<file path="src/rtl/cpcm_pkg.sv">
// ----------------------------------------------------------------------------
// Circle pair contact manifold package
// Word types, fixed widths and shared helpers of the contact manifold block.
// ----------------------------------------------------------------------------
package cpcm_pkg;

  localparam int CW   = 24;           // coordinate width, Q15.8
  localparam int RW   = CW - 2;       // radius width
  localparam int SW   = RW + 1;       // radius sum width
  localparam int NW   = 16;           // normal width, Q1.14
  localparam int NFB  = 14;           // normal fraction bits
  localparam int DW   = SW;           // distance width (distance below radius sum)
  localparam int RADW = 2 * DW;       // square root radicand width
  localparam int REMW = DW + 2;       // square root remainder width
  localparam int QW   = NFB + 1;      // normal magnitude width
  localparam int NUMW = DW + NFB;     // dividend width

  typedef struct packed {
    logic signed [CW-1:0] first_x;
    logic signed [CW-1:0] first_y;
    logic signed [CW-1:0] second_x;
    logic signed [CW-1:0] second_y;
    logic [RW-1:0]        first_radius;
    logic [RW-1:0]        second_radius;
  } in_t;

  typedef struct packed {
    logic                 hit;
    logic signed [NW-1:0] normal_x;
    logic signed [NW-1:0] normal_y;
    logic signed [CW-1:0] overlap_x;
    logic signed [CW-1:0] overlap_y;
    logic signed [CW-1:0] contact_x;
    logic signed [CW-1:0] contact_y;
  } out_t;

  // Per-pair data that rides along the cell chain unchanged.
  typedef struct packed {
    logic                 hit;
    logic                 sx;
    logic                 sy;
    logic [DW-1:0]        mx;
    logic [DW-1:0]        my;
    logic [SW-1:0]        s;
    logic [RW-1:0]        ra;
    logic signed [CW-1:0] ax;
    logic signed [CW-1:0] ay;
  } side_t;

  typedef struct packed {
    logic [RADW-1:0] rad;
    logic [REMW-1:0] rem;
    logic [DW-1:0]   root;
  } sqrt_t;

  typedef struct packed {
    logic [DW-1:0]   divisor;
    logic [NUMW-1:0] rx;
    logic [NUMW-1:0] ry;
    logic [QW-1:0]   qx;
    logic [QW-1:0]   qy;
  } div_t;

  function automatic logic signed [CW-1:0] sat_coord(input logic signed [CW+1:0] v);
    logic signed [CW+1:0] hi;
    logic signed [CW+1:0] lo;
    hi = (CW+2)'({1'b0, {(CW-1){1'b1}}});
    lo = -(CW+2)'({1'b1, {(CW-1){1'b0}}});
    if (v > hi) return hi[CW-1:0];
    if (v < lo) return lo[CW-1:0];
    return v[CW-1:0];
  endfunction

endpackage

</file>
<file path="src/rtl/cpcm_sqrt_cell.sv">
// ----------------------------------------------------------------------------
// Square root cell
// Resolves one root bit of the floored square root and passes the word on.
// ----------------------------------------------------------------------------
module cpcm_sqrt_cell (
  input  logic            clk,
  input  logic            rst_n,
  input  logic            adv,
  input  logic            in_vld,
  input  cpcm_pkg::sqrt_t in_sq,
  input  cpcm_pkg::side_t in_side,
  output logic            out_vld,
  output cpcm_pkg::sqrt_t out_sq,
  output cpcm_pkg::side_t out_side
);
  import cpcm_pkg::*;

  logic [REMW+1:0] rem_sh;
  logic [REMW+1:0] trial;
  logic            take;
  sqrt_t           sq_nxt;
  logic            vld_r;
  sqrt_t           sq_r;
  side_t           side_r;

  // Bring down the next two radicand bits and try root*4+1.
  always_comb begin
    rem_sh      = {in_sq.rem, in_sq.rad[RADW-1 -: 2]};
    trial       = (REMW+2)'({in_sq.root, 2'b01});
    take        = rem_sh >= trial;
    sq_nxt.rad  = {in_sq.rad[RADW-3:0], 2'b00};
    sq_nxt.rem  = take ? REMW'(rem_sh - trial) : rem_sh[REMW-1:0];
    sq_nxt.root = {in_sq.root[DW-2:0], take};
  end

  always_ff @(posedge clk) begin
    if (!rst_n) begin
      vld_r <= 1'b0;
    end else if (adv) begin
      vld_r <= in_vld;
    end
  end

  always_ff @(posedge clk) begin
    if (adv) begin
      sq_r   <= sq_nxt;
      side_r <= in_side;
    end
  end

  assign out_vld  = vld_r;
  assign out_sq   = sq_r;
  assign out_side = side_r;
endmodule

</file>
<file path="config.mk">
export PLATFORM = sky130hd
export DESIGN_NAME = cpcm_sqrt_cell
export DESIGN_NICKNAME = d
export VERILOG_FILES = /design/src/rtl/cpcm_pkg.sv /design/src/rtl/cpcm_sqrt_cell.sv
export SDC_FILE = /design/constraint.sdc
export NUM_CORES = 1
export LEC_CHECK = 0
export BUFFER_PORTS_ARGS = -buffer_cell sky130_fd_sc_hd__buf_2
export CAP_MARGIN = 5
export CORE_AREA = 3 3 183 185
export CTS_CLUSTER_SIZE = 8
export DETAILED_ROUTE_END_ITERATION = 7
export DIE_AREA = 0 0 186 188
export SYNTH_ARGS = -nofsm -noshare
export SYNTH_HDL_FRONTEND = slang
export SYNTH_SLANG_ARGS = --single-unit
</file>
<file path="constraint.sdc">
create_clock -name clk -period 3.4 [get_ports clk]
set_input_delay 0.17 -clock clk [delete_from_list [all_inputs] [get_ports clk]]
set_output_delay 0.17 -clock clk [all_outputs]
set_load 0.005 [all_outputs]
</file>
=== After elaboration in Yosys (flattened, before gate mapping) ===
Cells that the tools add are included.

* Register bits after elaboration: 235
* Input bits: 240
* Output and inout bits: 237

* Add/subtract/negate cells: 1
* Magnitude comparators: 1
* Muxes and demuxes: 1

{| class="wikitable"
|+ Operators with widths
! kind !! number
|-
| 27-bit by 25-bit greater-or-equal comparator with 1-bit output || 1
|-
| 25-bit 2-to-1 mux || 1
|-
| 25-bit subtractor || 1
|}

=== Longest topological paths before layout ===
* Depth after elaboration: 2
* Gate-level depth with buffers: 11
* Mapped depth without buffers: 8

=== Worst setup path before layout ===
No wires, ideal clock.

* Path kind: input to register
* Start point: input in_sq[18] (netlist name)
* End point: register sq_r, in the netlist out_sq[41] (data pin)
* Setup time: 0.260 ns
* Arrival time: 2.168 ns
* Required time: 3.140 ns
* Slack: 0.972 ns
* Stages: 11
* Buffers on the path: 3
* Cell sequence: inv_1 -> ha_1 -> buf_2 -> a21oi_1 -> o21ai_0 -> a21o_1 -> o21ai_1 -> o211a_1 -> buf_6 -> buf_6 -> mux2_2

{| class="wikitable"
|+ RTL lines
! what !! RTL line !! text
|-
| from (decl) || cpcm_sqrt_cell.sv:10 || <nowiki>input cpcm_pkg::sqrt_t in_sq,</nowiki>
|-
| to (signal assigned) || cpcm_sqrt_cell.sv:46 || <nowiki>sq_r <= sq_nxt;</nowiki>
|-
| to (decl) || cpcm_sqrt_cell.sv:23 || <nowiki>sqrt_t sq_r;</nowiki>
|}

==> out/metrics.cfg <==
[yosys]
synth_area_leader_cell = edfxtp_1
syn_inst = 509
syn_area_mm2 = 0.00895
ys_seq_elements = 235
synth_common_cells = edfxtp_1, inv_1, ha_1
seq_area_frac_synth = 0.787
synth.avg_cell_area_um2 = 17.6
synth.distinct_cells = 52
ys.flop_type = edfxtp_1
synth-async-reset-ratio = 0
synth_top_area_share = 0.785
yosys_warnings = 0
synth_most_common_cell = edfxtp_1
synth-edff-count = 234
synth_area_leaders = edfxtp_1, ha_1, mux2_2

[die]
die_w_um = 186
rows = 66
ioPinCount = 477
die_area_mm2 = 0.0350
die_h_um = 188
core_mm2 = 0.0322
start_util = 0.278

[sta]
finalSetupViolCount = 0
hold_viol = 0
period_needed_ns = 2.86
timing.fmax_mhz = 349
fin_tns_setup_ns = 0
finalMaxSlewViolations = 0
tightest_slew_ns = 0.787
finalCritPeriodShare = 0.843
fin_worst_hold_slack_ns = 0.0541
rsz0062_at_grt = false
finClkSkew_ns = 0
slew_headroom = 0.475

[power]
p_int_uw = 5960
pwr-share-comb = 0.148
p_sw_frac = 0.235
power_leakage_uw = 0.00647
switching_power_uw = 1830
peakVddDrop_mv = 0.265
seq_power_share = 0.457
power_density_mw_per_mm2 = 517
clockPowerShare = 0.395

[clocking]
cts_tree = built
path_clk_slew_ns = 0.05
insertion_delay_ns = 0.49
cts_buffers = 35
cts_resized = 0
root_buffer = clkbuf_16
cts_setup_buffers = 0
postCtsHoldBufs = 228
ctsHtreeMaxLevel = 2
cts.sinks = 235
clk_path_buf_depth = 3

[drt]
vias = 7404
via_per_inst = 4.44
drt-total-wl_um = 32400
drcViolationCount = 0
drtPass1Iterations = 5
drt_iter0_drc = 360
wire_per_inst_um = 19.4
ant_nets = 0

[layout]
finalNonFillerCells = 1666
final_area_mm2 = 0.0151
fin_util = 0.468
drive_gt1_frac = 0.433
nets = 1506
area_delta_synth_final_pct = 68.3

[place]
port-buffer-count = 474
placed_area_mm2 = 0.0118
dp_cells = 1384
routabilityCongestion = 0.830
place_hpwl_um = 22500

[setup_path]
startpoint_type = primary input
criticalPathCategory = primary input to flop
crit_required_ns = 3.64
worst-path-max-fanout = 13
end_kind = flop
cp.arrival_ns = 3.11

[global_route]
antenna_found_initial = 5
grt_first_pass_wirelength_um = 46400
grt_max_degree = 100
globalRouteOverflowTotal = 0
grt_usage = 0.174
grt_pass1_vias = 7863

[outcome]
status = finished clean

[worst_hold_path]
worst_hold_path_type = primary input to flop

[run]
drv_cap = 0

[flip-flops by register name (all words and copies together) (netlist names)]
| name | count |
|---|---|
| out_side | 142 |
| out_sq | 92 |
| out_vld | 1 |
[stage by stage]
step	setup WS [ns]	total power [uW]
floorplan	0.972	3960
global placement	0.543	4530
detailed placement	0.509	4540
CTS	0.484	7900
global route	0.236	8120
finish	0.535	7790
[worst paths after layout]
path                endpoint  slack [ns]  depth (start not counted)      start
setup reg to reg     out_vld        2.24                          3    out_vld
setup / recovery  out_sq[42]        0.54                         11  in_sq[12]
hold / removal    out_sq[23]        0.05                          2  in_sq[92]
hold reg to reg      out_vld        1.08                          3    out_vld
[cell type report]
| class | count | area, um2 |
|---|---|---|
| clock buffers | 46 | 917 |
| clock inverters | 3 | 32.5 |
| multi-input cells | 230 | 1700 |
| flip-flops and latches | 235 | 7050 |
| repair buffers | 707 | 4730 |
| inverters | 32 | 120 |
| diodes | 5 | 12.5 |
| well taps | 408 | 510 |
| fillers | 2813 | 17100 |
[worst max-delay path, stage by stage]
cell           delay [ns]
dlygate4sd3_1        0.54
buf_2                0.12
inv_1                0.04
ha_1                 0.39
a21oi_1              0.24
o21ai_1              0.12
o2111ai_1            0.39
o311a_4              0.31
o211a_1              0.18
buf_4                0.23
mux2_2               0.37
[power by group through the flow]
stage	clock network [uW]	logic, uW	registers, uW
2_1_floorplan	0	310	3650
3_3_place_gp	0	926	3600
3_5_place_dp	0	933	3600
4_1_cts	3190	1160	3550
5_1_grt	3290	1250	3580
6_report	3080	1150	3560
[kinds of logic after synthesis]
logic type,Yosys count,synth area share
multiplexers,22,0.0273
other,1,0.000419
AND/OR/NAND/NOR,74,0.0404
adder cells (fa/ha/maj),25,0.0349
buffers and inverters,45,0.0232
AO/OA/AOI/OAI,89,0.0690
flip-flops,235,0.787
XOR/XNOR,18,0.0176
[per-layer routing]
layer	vias up	global-route usage	share of wire
li1	3432	-	-
met1	3542	0.197	0.38
met2	347	0.311	0.51
met3	81	0.0429	0.068
met4	2	0.0733	0.045
met5	-	0	0.00031
[cells in the final DEF (no fill, tap or decap), types with 4 or more instances in the layout]
master and n:
nand4_1 5, o31ai_1 5, a21oi_1 22, a211oi_1 4, edfxtp_1 234, mux2_2 17
nor3_1 6, o21ai_0 16, a21o_1 4, dlygate4sd3_1 228, diode_2 5, inv_1 32
ha_1 25, nor2_1 18, nand3_1 5, xnor2_1 10, clkbuf_16 35, o2111ai_1 5
xor2_1 8, buf_2 473, and3_1 6, o21ai_1 4, o21bai_1 5, nand2_1 21
clkbuf_1 11
No activity file was read; power rests on OpenSTA's default activity.
