### config.mk
export PLATFORM = sky130hd
export DESIGN_NAME = cpcm_div_cell
export DESIGN_NICKNAME = d
export VERILOG_FILES = /design/src/rtl/cpcm_pkg.sv /design/src/rtl/cpcm_div_cell.sv
export SDC_FILE = /design/constraint.sdc
export NUM_CORES = 1
export LEC_CHECK = 0
export ABC_AREA = 1
export BUFFER_PORTS_ARGS = -buffer_cell sky130_fd_sc_hd__buf_2
export CAP_MARGIN = 20
export CELL_PAD_IN_SITES_DETAIL_PLACEMENT = 1
export CELL_PAD_IN_SITES_GLOBAL_PLACEMENT = 1
export CORE_AREA = 2 2 213 215
export CTS_CLUSTER_DIAMETER = 150
export DETAILED_ROUTE_END_ITERATION = 8
export DIE_AREA = 0 0 215 217
export GPL_TIMING_DRIVEN = 0
export PLACE_DENSITY = 0.64
export SLEW_MARGIN = 40
export SYNTH_ARGS = -nofsm -noshare
export SYNTH_HDL_FRONTEND = slang
export SYNTH_SLANG_ARGS = --single-unit
### constraint.sdc
create_clock -name clk -period 2.2 [get_ports clk]
set_input_delay 0.33 -clock clk [delete_from_list [all_inputs] [get_ports clk]]
set_output_delay 0.33 -clock clk [all_outputs]
set_load 0.01 [all_outputs]
### src/rtl/cpcm_pkg.sv
// ----------------------------------------------------------------------------
// Circle pair contact manifold package
// Word types, fixed widths and shared helpers of the contact manifold block.
// ----------------------------------------------------------------------------
package cpcm_pkg;

  localparam int CW   = 24;           // coordinate width, Q15.8
  localparam int RW   = CW - 2;       // radius width
  localparam int SW   = RW + 1;       // radius sum width
  localparam int NW   = 16;           // normal width, Q1.14
  localparam int NFB  = 14;           // normal fraction bits
  localparam int DW   = SW;           // distance width (distance below radius sum)
  localparam int RADW = 2 * DW;       // square root radicand width
  localparam int REMW = DW + 2;       // square root remainder width
  localparam int QW   = NFB + 1;      // normal magnitude width
  localparam int NUMW = DW + NFB;     // dividend width

  typedef struct packed {
    logic signed [CW-1:0] first_x;
    logic signed [CW-1:0] first_y;
    logic signed [CW-1:0] second_x;
    logic signed [CW-1:0] second_y;
    logic [RW-1:0]        first_radius;
    logic [RW-1:0]        second_radius;
  } in_t;

  typedef struct packed {
    logic                 hit;
    logic signed [NW-1:0] normal_x;
    logic signed [NW-1:0] normal_y;
    logic signed [CW-1:0] overlap_x;
    logic signed [CW-1:0] overlap_y;
    logic signed [CW-1:0] contact_x;
    logic signed [CW-1:0] contact_y;
  } out_t;

  // Per-pair data that rides along the cell chain unchanged.
  typedef struct packed {
    logic                 hit;
    logic                 sx;
    logic                 sy;
    logic [DW-1:0]        mx;
    logic [DW-1:0]        my;
    logic [SW-1:0]        s;
    logic [RW-1:0]        ra;
    logic signed [CW-1:0] ax;
    logic signed [CW-1:0] ay;
  } side_t;

  typedef struct packed {
    logic [RADW-1:0] rad;
    logic [REMW-1:0] rem;
    logic [DW-1:0]   root;
  } sqrt_t;

  typedef struct packed {
    logic [DW-1:0]   divisor;
    logic [NUMW-1:0] rx;
    logic [NUMW-1:0] ry;
    logic [QW-1:0]   qx;
    logic [QW-1:0]   qy;
  } div_t;

  function automatic logic signed [CW-1:0] sat_coord(input logic signed [CW+1:0] v);
    logic signed [CW+1:0] hi;
    logic signed [CW+1:0] lo;
    hi = (CW+2)'({1'b0, {(CW-1){1'b1}}});
    lo = -(CW+2)'({1'b1, {(CW-1){1'b0}}});
    if (v > hi) return hi[CW-1:0];
    if (v < lo) return lo[CW-1:0];
    return v[CW-1:0];
  endfunction

endpackage

### src/rtl/cpcm_div_cell.sv
// ----------------------------------------------------------------------------
// Division cell
// Resolves one quotient bit of both normal components by restoring division.
// ----------------------------------------------------------------------------
module cpcm_div_cell #(
  parameter int SHIFT = 14
) (
  input  logic            clk,
  input  logic            rst_n,
  input  logic            adv,
  input  logic            in_vld,
  input  cpcm_pkg::div_t  in_dv,
  input  cpcm_pkg::side_t in_side,
  output logic            out_vld,
  output cpcm_pkg::div_t  out_dv,
  output cpcm_pkg::side_t out_side
);
  import cpcm_pkg::*;

  logic [NUMW:0] dsh;
  logic          gex;
  logic          gey;
  div_t          dv_nxt;
  logic          vld_r;
  div_t          dv_r;
  side_t         side_r;

  always_comb begin
    dsh            = (NUMW+1)'(in_dv.divisor) << SHIFT;
    gex            = {1'b0, in_dv.rx} >= dsh;
    gey            = {1'b0, in_dv.ry} >= dsh;
    dv_nxt.divisor = in_dv.divisor;
    dv_nxt.rx      = gex ? (in_dv.rx - dsh[NUMW-1:0]) : in_dv.rx;
    dv_nxt.ry      = gey ? (in_dv.ry - dsh[NUMW-1:0]) : in_dv.ry;
    dv_nxt.qx      = {in_dv.qx[QW-2:0], gex};
    dv_nxt.qy      = {in_dv.qy[QW-2:0], gey};
  end

  always_ff @(posedge clk) begin
    if (!rst_n) begin
      vld_r <= 1'b0;
    end else if (adv) begin
      vld_r <= in_vld;
    end
  end

  always_ff @(posedge clk) begin
    if (adv) begin
      dv_r   <= dv_nxt;
      side_r <= in_side;
    end
  end

  assign out_vld  = vld_r;
  assign out_dv   = dv_r;
  assign out_side = side_r;
endmodule

Word level (Yosys, flattened, before mapping)
Index checks and enable logic that the tools add are counted.
Widths: inputs -> output; s select.
Word-level totals
  register bits: 270
  output and inout port bits: 270
  input bits: 273
Cells by class
  multiplexer cells: 2
  $add $sub $neg: 2
  magnitude comparators: 2
Operators with widths (number)
  $ge 37x37->1: 2
  $mux 37: 2
  $sub 37x37->37: 2

Longest topological paths before layout
Gate-level depths: netlist (run 1).
  word-level depth: 2
  mapped depth: 14
  mapped depth without buffers: 13

Worst setup path before layout (run 1)
OpenSTA, ideal clock, no wires.
  kind: input -> register
  start point: input port in_dv[44] (netlist name)
  end point: register dv_r, in the netlist out_dv[60], data pin
  setup slack: 287 ps
  buffers on the path: 0
  arrival time: 1660 ps
  stages on the path: 13
  cells stage by stage: inv_1 -> ha_1 -> fa_1 -> inv_1 -> nand3_1 -> nand3_1 -> nand2_1 -> nand3_1 -> nand2_1 -> nand2_1 -> nand2_1 -> nand3_1 -> nand2_1
RTL lines
  start: declaration: line cpcm_div_cell.sv:12  | input cpcm_pkg::div_t in_dv,
  end signal: assignment: line cpcm_div_cell.sv:49  | dv_r <= dv_nxt;
  end: declaration: line cpcm_div_cell.sv:25  | div_t dv_r;

==> summary.txt, run 1 <==
Route
  • Drt total wl: roughly 58000 µm
  • Pre-Repair DR Iteration Count: 4
  • Vias per cell: approximately 4.5
  • Final ANT Viol Nets: 0
  • DR iter-0 viols: approximately 630
  • Vias: 11.63k
  • DRC: 0
  • Routed wire per std cell: 22.57 µm

Clock network
  • CTS root buf: clkbuf_16
  • Sink Count: 270
  • Clk_lat worst skew: 0.53 ns
  • Post-CTS Setup Repair Bufs: 0
  • Reg clk slew, reported paths: 0.06 ns
  • Num CTS Buffers: 34
  • CTS Buffer Depth: 3
  • CTS tree: built
  • Htree depth: 2

Global routing
  • Largest net degree at the start of global routing: 69
  • First-pass GRT wire length: 84260 µm
  • GRT Total Usage: between 20% and 30%
  • GR Overflow Total: 0
  • Initial antenna violation count: 9
  • Vias in the first global route: 12.43k

Logic synthesis
  • Synth Instances: 1153
  • Synth Area per Inst: 10.81 µm²
  • Ys flop type: edfxtp_1
  • Area contributors post-synth: edfxtp_1 65%, nand2_1 10%, inv_1 5.3%
  • Yosys top cell by area: edfxtp_1
  • Mapped Nets: 1474
  • Register area share after synthesis: 64.95%
  • Async S/R FF share, synth: 0%
  • EDFF count, synth: 269
  • Most common cell in the synthesized netlist: nand2_1
  • Yosys reg bits: 270
  • Syn Std Cell Area: 12470 µm²
  • Synth top cells by count: 347 x nand2_1, 269 x edfxtp_1, 175 x inv_1, 101 x nand3_1, 68 x nor2_1
  • Yosys Warn Count: 0
  • Synth cell types: 33
  • Top-area cell type share of the netlist area: 64.79%

Placement
  • Dpl ws: -0.5141 ns
  • Placer Congestion: 0.8893
  • Port bufs: between 500 and 600
  • Placed Cells: 2297
  • Post-DP HPWL: 44150 µm
  • Placed Area: 16040 µm²

Power and ir drop
  • VDD IR-drop max: around 0.57 mV
  • Pwr Density: 787.9 nW/µm²
  • Pleak: 9.129 nW

Floorplanning
  • Ports: 543
  • Die X: 215 µm
  • Site row count: 78
  • Starting density of the core: 27.89%
  • Die height: 217 µm
  • Die area: 46660 µm²
  • Core area: 44700 µm²

Flow run
  • Max Cap Viol: 0

STA
  • Worst-Margin Slew: 0.4419 ns
  • Fmax: 483.2 MHz
  • Final Slew Violations: 0
  • Final setup fails: 0
  • Setup Skew: 0 ns
  • Slew HR: 70.31%
  • RSZ-0062 raised after global routing: false
  • Fin. Hold Viols: 0
  • Part of the cycle the worst path needs: 94.06%
  • Fin crit period: 2.069 ns
  • Worst Slack Setup Final: 0.1307 ns

Hold path
  • Hold Startpoint: rst_n
  • Worst hold path type: primary input to register

Worst setup path
  • Crit path kind: primary input to register
  • Critical path arrival: 2.33 ns
  • Critical Path RT: 2.46 ns
  • Crit. End Element: register
  • Worst setup SP type: primary input
  • Critical path startpoint: in_dv[67]
  • CP Max Fanout: 10
  • Reg2Reg Launch Point: out_vld

Cells and area
  • Seq. cell area: 8098 µm²
  • Final #Nets: 2272
  • Filler Cells Inserted: ~5k
  • Layout Area Growth over Synthesis: 55.71%
  • Footprint of the multi-input gates: between 3000 and 4000 µm²
  • Layout cells sized above 1: 33.45%
  • Fin area: 19410 µm²
  • Finished Layout Cells: 2580

Status
  • Run status: finished clean
-- per-stage QoR --
| stage | hold slack [ns] | utilization, % | setup TNS (ns) | power (mW) |
|---|---|---|---|---|
| final | 0.03734 | 43.43 | 0 | 15.29 |
| after global routing | 0.01350 | 43.43 | 0 | 15.94 |
| after CTS | 0.006823 | 43.40 | 0 | 15.42 |
| after detailed placement | 0.5083 | 35.89 | -14.21 | 9.049 |
| after global placement | 0.5070 | 35.62 | -867.82 | 9.021 |
| after floorplan | 0.4235 | - | 0 | 7.672 |
-- sequential cells by signal, indices dropped and copies added, names as in the netlist --
register,flops
out_vld,1
out_side,142
out_dv,127
-- layout make-up --
type / count / share of cell area [%]
timing repair buffer: 762 / 25.78
buffer: 12 / 0.5156
clock buffer: 41 / 4.628
clock inverter: 20 / 1.424
tap: 600 / 3.867
multi-input combinational: 690 / 18.52
inverter: 181 / 3.500
sequential: 270 / 41.71
antenna: 4 / 0.05156
-- cell usage in the layout, fill, tap and decap left out, types with 8 or more instances in the layout --
| cell type | instances |
|---|---|
| inv_1 | 175 |
| clkbuf_16 | 35 |
| nor2_2 | 9 |
| a21oi_1 | 24 |
| buf_2 | 546 |
| edfxtp_1 | 269 |
| nand3_2 | 8 |
| nand3b_1 | 10 |
| dlygate4sd3_1 | 218 |
| nand3_1 | 101 |
| nand2_2 | 20 |
| nor2_1 | 67 |
| ha_1 | 45 |
| nand4_1 | 8 |
| xor2_1 | 20 |
| nand2_1 | 347 |
-- path summary, 6_finish.rpt --
path                              endpoint  slack [ns]  depth (start not counted)
worst max register to register     out_vld        1.57                          2
worst min-delay path               out_vld        0.04                          3
worst max-delay path            out_dv[92]        0.13                         11
worst min register to register     out_vld        0.54                          2
-- power by group --
part           internal [mW]  total [mW]  leakage (nW)  switching, mW
Clock                   3.64        5.99         0.559           2.36
Combinational           1.18        2.96          5.93           1.78
Sequential              6.21        6.34          2.64          0.134
-- kinds of logic (layout without fill, tap and decap cells) --
kind of cell             Yosys count  after routing  share of synthesized area, %
flip-flops                       270            270                         64.95
AO/OA/AOI/OAI                     30             30                         1.234
adder cells (fa/ha/maj)           48             48                         4.938
XOR/XNOR                          22             22                         1.546
AND/OR/NAND/NOR                  590            590                         21.08
buffers and inverters            193           1016                         6.252
other                              0              4                             0
-- timing repair --
| item | in CTS | in global routing |
|---|---|---|
| setup endpoints to repair | 0 | 1 |
| resized for setup | 0 | 2 |
| endpoints found under the hold margin | 218 | 0 |
| hold buffers | 218 | 0 |
-- layer usage --
metal | share of wire, % | up-vias | GRT usage (%)
met5 | 0.088 | - | 0
met4 | 4.2 | 8 | 10.02
met3 | 5.4 | 103 | 5.437
met2 | 52 | 414 | 44.63
met1 | 39 | 5683 | 28.36
li1 | - | 5420 | -
-- worst max-delay path, cell delays in order --
cell,delay [ns]
dlygate4sd3_1,0.55
buf_2,0.14
inv_1,0.07
nand2_1,0.06
nor3_1,0.35
nand3_1,0.16
nor2_2,0.18
nor2_4,0.08
buf_2,0.20
nand3_1,0.09
nand2_1,0.11
(Power assumes the default switching activity.)
==> run 2, diff against run 1 <==
==> constraint.sdc (replaced) <==
create_clock -name clk -period 2.38 [get_ports clk]
set_input_delay 0.357 -clock clk [delete_from_list [all_inputs] [get_ports clk]]
set_output_delay 0.357 -clock clk [all_outputs]
set_load 0.01 [all_outputs]
==> run 2 against run 1 <==
Against the previous run:
- die area unchanged
- sequential cell count is the same
- non-clock buffer count fell by 17
- power fell by 7.9%
- critical path depth up 3
- register-to-register slack gained 0.18 ns
- final cell count fell by 0.54%
- final area shrank 0.86%
- largest power group unchanged
==> summary.txt, run 2 (same netlist as run 1, synthesis figures left out) <==
Worst setup path
  • Reg2reg end: out_vld
  • Crit. End Element: register
  • Worst Reg-to-Reg Cells: 2
  • Critical path arrival: 2.53 ns
  • Crit path kind: primary input to register
  • CP Max Fanout: 10
  • Worst setup SP type: primary input
  • R2R setup slack: between 1.5 and 2 ns
  • Critical Path RT: 2.78 ns
  • Reg2Reg Launch Point: out_vld

Floorplanning
  • Starting density of the core: 27.89%
  • Die area: 46660 µm²
  • Die height: 217 µm
  • Die X: 215 µm
  • Core area: 44700 µm²
  • Site row count: 78
  • Ports: 543

Power and ir drop
  • Switching Fraction: roughly 28%
  • Clock share of power: between 30% and 40%
  • Gate power share: 19.2%
  • Pleak: 9.060 nW
  • VDD IR-drop max: 0.5227 mV
  • Pint: 10.17 mW
  • Final Total Pwr: 14.09 mW
  • NetSw: 3.921 mW
  • Sequential share of power: 41.6%
  • Pwr Density: approximately 730 nW/µm²

Placement
  • Placer Congestion: 0.8893
  • Placed Cells: around 2.3k
  • Post-DP HPWL: roughly 44000 µm
  • Port bufs: 540
  • Dpl ws: -0.3611 ns

Global routing
  • Vias in the first global route: between 10k and 15k
  • GR Overflow Total: 0
  • Largest net degree at the start of global routing: 69
  • First-pass GRT wire length: 83380 µm
  • GRT Total Usage: 24.44%
  • Initial antenna violation count: 11

STA
  • Fmax: 468.5 MHz
  • Part of the cycle the worst path needs: about nine tenths
  • Setup Skew: 0 ns
  • Slew HR: roughly 71%
  • RSZ-0062 raised after global routing: false
  • Fin crit period: 2.135 ns
  • Fin. Hold Viols: 0
  • Final setup fails: 0
  • Hold WS: 0.02698 ns
  • Final Slew Violations: 0
  • Setup TNS: 0 ns
  • Worst-Margin Slew: ~0.43 ns
  • Worst Slack Setup Final: around 0.25 ns

Route
  • DR iter-0 viols: 542
  • Vias: around 12k
  • DRC: 0
  • Drt total wl: 57400 µm
  • Final ANT Viol Nets: 0
  • Routed wire per std cell: ~22 µm
  • Pre-Repair DR Iteration Count: 5
  • Vias per cell: roughly 4.5

Status
  • Run status: finished clean

Clock network
  • Hold_buf cts: 201
  • CTS tree: built
  • Post-CTS sizing: 0
  • Sink Count: 270
  • Reg clk slew, reported paths: 0.06 ns
  • CTS root buf: clkbuf_16
  • CTS Buffer Depth: 3
  • Clk_lat worst skew: 0.53 ns
  • Num CTS Buffers: 34
  • Post-CTS Setup Repair Bufs: 0
  • Htree depth: 2

Hold path
  • WHS Endpoint: out_dv[74]
  • Hold Path Stages: 1
  • Worst hold path type: primary input to register
  • Hold Startpoint: in_dv[74]

Cells and area
  • Layout cells sized above 1: 33.64%
  • Most frequent cells in the layout: 546 x buf_2, 347 x nand2_1, 269 x edfxtp_1
  • Finished Layout Cells: 2566
  • Most common cell after layout, fill and taps aside: buf_2
  • Number of flip-flops in the largest register: 142
  • Layout Area Growth over Synthesis: 54.37%
  • Final #Nets: 2255

Flow run
  • Max Cap Viol: 0
==> run 2: changes by cell type in the layout (fill, tap and decap cells not counted), sizes merged <==
cell	delta
diode	+3
dlygate4sd3	-17
==> run 2: critical path: stages <==
cell and delay (ns):
buf_2 0.08, inv_1 0.10, ha_1 0.41, nand2_1 0.13, inv_2 0.09, nand2_1 0.05
nor2_1 0.21, nand3_1 0.21, nor2_1 0.16, nor2_2 0.09, nand2_4 0.16, buf_6 0.18
nand3_1 0.18, nand2_1 0.11
==> run 2: stage by stage <==
stage               util (%)  area [µm²]
floorplan                  -       12470
global placement       35.62       15920
detailed placement     35.89       16040
CTS                    43.02       19230
global route           43.04       19240
finish                 43.06       19240
==> run 2: worst max path at each step <==
stage | start | end | slack, ns | cells past startpoint
6_report | in_dv[114] | out_dv[63] | 0.25 | 14
5_1_grt | in_dv[114] | out_dv[63] | 0.11 | 14
4_1_cts | in_dv[114] | out_dv[63] | 0.21 | 14
3_5_place_dp | in_dv[114] | out_dv[63] | -0.36 | 14
3_3_place_gp | adv | out_vld | -3.18 | 3
2_1_floorplan | in_dv[44] | out_dv[60] | 0.44 | 13
==> run 2: final cells by class <==
type                            count  area [µm²]
Antenna cell                        7       17.52
Buffer                             12       100.1
Clock buffer                       41       898.4
Clock inverter                     20       276.5
Fill cell                        5132       25450
Inverter                          181       679.4
Multi-Input combinational cell    690        3590
Sequential cell                   270        8098
Tap cell                          600       750.7
Timing Repair Buffer              745        4835
==> run 2: power by group through the flow <==
stage	Sequential (mW)	Clock (mW)	Combinational [mW]
floorplan	6.19	0	0.904
global placement	5.98	0	2.36
detailed placement	5.94	0	2.42
CTS	5.86	5.66	2.72
global route	5.90	5.86	2.94
finish	5.86	5.53	2.70
==> run 2: metal layers <==
metal / vias to the layer above / wire (µm) / part of all wire [%] / track usage (%)
met5: - / 44 / 0.077 / 0
met4: 6 / 2711 / 4.7 / 10.55
met3: 112 / 3307 / 5.8 / 5.632
met2: 410 / 29500 / 51 / 44.01
met1: 5621 / 21840 / 38 / 27.76
li1: 5383 / - / - / -
==> run 3, diff against run 2 <==
--- a/config.mk
+++ b/config.mk
@@ -5,17 +5,16 @@
 export SDC_FILE = /design/constraint.sdc
 export NUM_CORES = 1
 export LEC_CHECK = 0
-export ABC_AREA = 1
 export BUFFER_PORTS_ARGS = -buffer_cell sky130_fd_sc_hd__buf_2
 export CAP_MARGIN = 20
 export CELL_PAD_IN_SITES_DETAIL_PLACEMENT = 1
 export CELL_PAD_IN_SITES_GLOBAL_PLACEMENT = 1
-export CORE_AREA = 2 2 213 215
+export CORE_AREA = 2 2 209 211
 export CTS_CLUSTER_DIAMETER = 150
 export DETAILED_ROUTE_END_ITERATION = 8
-export DIE_AREA = 0 0 215 217
+export DIE_AREA = 0 0 211 213
 export GPL_TIMING_DRIVEN = 0
-export PLACE_DENSITY = 0.64
+export PLACE_DENSITY = 0.6
 export SLEW_MARGIN = 40
 export SYNTH_ARGS = -nofsm -noshare
 export SYNTH_HDL_FRONTEND = slang
==> run 3 against run 2 <==
Against the previous run:
- maximum frequency is 9.3% lower
- clock power decreased by 5.8%
- highest routed layer unchanged
- count of clock-buffer cells in the layout fell by 4
- die area fell by 3.7%
- critical path depth down 3
- non-clock buffer count grew 26
- critical endpoint is now out_dv[89]
- final cell count fell by 17%
- sequential power hardly changed
- first-iteration DRC count up 3.3%
==> summary.txt, run 3 <==
Status
  • Run status: finished clean

Logic synthesis
  • Top-area cell type share of the netlist area: 70.07%
  • Compound-Gate Fraction of Synth Area: 10.24%
  • Ys flop type: edfxtp_1
  • Synth Area per Inst: 15.41 µm²
  • EDFF count, synth: 269
  • Synth Area in Simple Gates: 6.447%
  • Post-Synth XOR/XNOR Area: 2.355%
  • Post-Synth Adder-Cell Area: 5.340%
  • Yosys reg bits: 270
  • Async S/R FF share, synth: 0%
  • Synth top cells by count: 269 x edfxtp_1, 49 x nor2_1, 48 x a21oi_1, 46 x ha_1, 37 x inv_1
  • Yosys Warn Count: 0
  • Syn Std Cell Area: between 10000 and 15000 µm²
  • Area contributors post-synth: edfxtp_1 70%, ha_1 5.0%, mux2_4 2.2%
  • Most common cell in the synthesized netlist: edfxtp_1
  • Largest family of logic cells by synthesized area: compound AO/OA/AOI/OAI gates
  • Mux share of post-synthesis cell area: ~3.2%
  • Synth cell types: 71
  • Synth Instances: approximately 750
  • Mapped Nets: 1069
  • Register area share after synthesis: between 70% and 80%
  • Yosys top cell by area: edfxtp_1

Global routing
  • First-pass GRT wire length: 74400 µm
  • Vias in the first global route: 10.72k
  • GRT Total Usage: 23.11%
  • GR Overflow Total: 0
  • Largest net degree at the start of global routing: 74
  • Initial antenna violation count: 25

Worst setup path
  • Critical path arrival: 2.63 ns
  • Reg2Reg Launch Point: out_vld
  • Reg2reg end: out_vld
  • Worst Reg-to-Reg Cells: 2
  • CP most frequent cell: nand4_1
  • Crit-path leading delay family: simple AND/OR/NAND/NOR gates
  • Critical path startpoint: in_dv[126]
  • Worst-path cell chain: buf_4, clkinvlp_4, ha_1, nand4_1, nor3_2, nand4_1, o211a_1, o31a_4, inv_8, buf_12, mux2_4
  • Crit. End Element: register
  • Worst setup SP type: primary input
  • Crit path kind: primary input to register
  • Peak per-stage delay on the critical path: 0.47 ns
  • R2R setup slack: roughly 1.8 ns
  • CP endpoint: out_dv[89]
  • Critical Path RT: about 2.7 ns
  • Crit path buffers/inverters: 4
  • Levels on crit path: 11
  • CP Max Fanout: 6
  • CP max stage cell: ha_1

Route
  • DR iter-0 viols: 560
  • Final ANT Viol Nets: 0
  • Drt total wl: between 50000 and 60000 µm
  • Pre-Repair DR Iteration Count: 4
  • Vias: ~10k
  • Metal-1 WL: 20740 µm
  • Top layer in use: met5
  • Routed wire per std cell: 24.92 µm
  • DRC: 0
  • Vias per cell: 4.660
  • Met2 wire length: 26270 µm
  • Wire length on met3: about 3700 µm

Hold path
  • Worst hold path type: primary input to register

STA
  • Fin crit period: around 2.4 ns
  • Fmax: between 400 and 500 MHz
  • Setup Skew: 0 ns
  • Worst Slack Setup Final: 0.02773 ns
  • Final setup fails: 0
  • Fin. Hold Viols: 0
  • Slew HR: 60.78%
  • RSZ-0062 raised after global routing: true
  • Final Slew Violations: 0
  • Worst-Margin Slew: 0.5838 ns
  • Part of the cycle the worst path needs: between 90% and 100%

Clock network
  • Clk_lat worst skew: 0.52 ns
  • Htree depth: 2
  • Sink Count: 270
  • Num CTS Buffers: 34
  • CTS tree: built
  • CTS root buf: clkbuf_16
  • Reg clk slew, reported paths: about 0.060 ns
  • CTS Buffer Depth: 3

Cells and area
  • Seq. cell area: 8098 µm²
  • Filler Cells Inserted: roughly 4.5k
  • Layout cells sized above 1: 46.12%
  • Most frequent cells in the layout: 537 x buf_2, 269 x edfxtp_1, 201 x dlygate4sd3_1
  • Number of flip-flops in the largest register: 142
  • Footprint of the multi-input gates: 3553 µm²
  • Most common cell after layout, fill and taps aside: buf_2
  • Layout Area Growth over Synthesis: 63.82%
  • Final #Nets: between 1.5k and 2k

Power and ir drop
  • VDD IR-drop max: 0.4102 mV
  • Gate power share: 20.1%
  • Pint: 10.06 mW
  • Pwr Density: 733.2 nW/µm²
  • Switching Fraction: 27.36%
  • Clock share of power: 37.6%
  • Sequential share of power: 42.3%
  • Final Total Pwr: 13.85 mW
  • NetSw: 3.788 mW
  • Pleak: 8.016 nW

Placement
  • Placer Congestion: 0.8661
  • Post-DP HPWL: 38420 µm
  • Dpl ws: -0.9015 ns
  • Port bufs: between 500 and 600

Floorplanning
  • Die X: 211 µm
  • Die area: 44940 µm²
  • Core area: 42700 µm²
  • Ports: between 500 and 600
  • Starting density of the core: approximately 27%
  • Site row count: 76
  • Die height: around 210 µm

Flow run
  • Max Cap Viol: 0
-- run 3: per-stage QoR --
step / setup TNS (ns) / hold WS (ns) / instances / cell area, µm² / util, %
floorplan: -2.059 / 0.4559 / 748 / 11670 / -
global placement: -854.11 / 0.5283 / 1834 / 15060 / 35.26
detailed placement: -31.30 / 0.5278 / 1838 / 15180 / 35.54
CTS: 0 / 0.002967 / 2100 / 18470 / 43.25
global route: -0.1056 / 0.01180 / 2124 / 18850 / 44.16
finish: 0 / 0.03005 / 2136 / 18880 / 44.23
-- run 3: worst min-delay path by stage --
| stage | startpoint | to | slack [ns] | cells after the start |
|---|---|---|---|---|
| 6_report | in_dv[43] | out_dv[43] | 0.03 | 1 |
| 3_5_place_dp | out_vld | out_vld | 0.53 | 2 |
| 4_1_cts | in_dv[107] | out_dv[107] | 0.003 | 1 |
| 3_3_place_gp | out_vld | out_vld | 0.53 | 2 |
| 2_1_floorplan | in_dv[104] | out_dv[104] | 0.46 | 0 |
| 5_1_grt | in_dv[67] | out_dv[67] | 0.01 | 1 |
-- run 3: power groups by stage --
stage	combinational, mW	sequential (mW)	clock (mW)
finish	2.78	5.86	5.21
global route	2.99	5.90	5.49
CTS	2.65	5.85	5.31
detailed placement	2.29	5.94	0
global placement	2.25	5.97	0
floorplan	0.874	6.19	0
-- run 3: repair_timing --
action	in CTS	in global routing
hold endpoints to repair	201	0
cloned	0	2
pin swaps	5	25
hold buffers	201	0
endpoints found under the setup margin	24	37
resized for setup	31	48
setup buffers	4	18
-- run 3: cells by family (layout without fill, tap and decap cells) --
family,count (synthesis),in the layout
AND/OR/NAND/NOR,148,148
AO/OA/AOI/OAI,167,167
adder cells (fa/ha/maj),48,48
XOR/XNOR,31,31
other,0,16
flip-flops,270,270
buffers and inverters,56,882
multiplexers,28,28
-- run 3: area by class of cell --
cell class                 count  area share, %
inverter                      39          1.000
multi-input combinational    422          18.82
timing repair buffer         769          26.87
tap                          546          3.618
buffer                        14         0.8083
clock inverter                23          1.120
antenna                       16         0.2120
sequential                   270          42.88
clock buffer                  37          4.678
-- run 3: metal layers --
layer | vias to the layer above | GRT usage (%)
met5 | - | 0
met4 | 14 | 10.05
met3 | 119 | 7.016
met2 | 395 | 39.56
met1 | 4895 | 26.79
li1 | 4530 | -
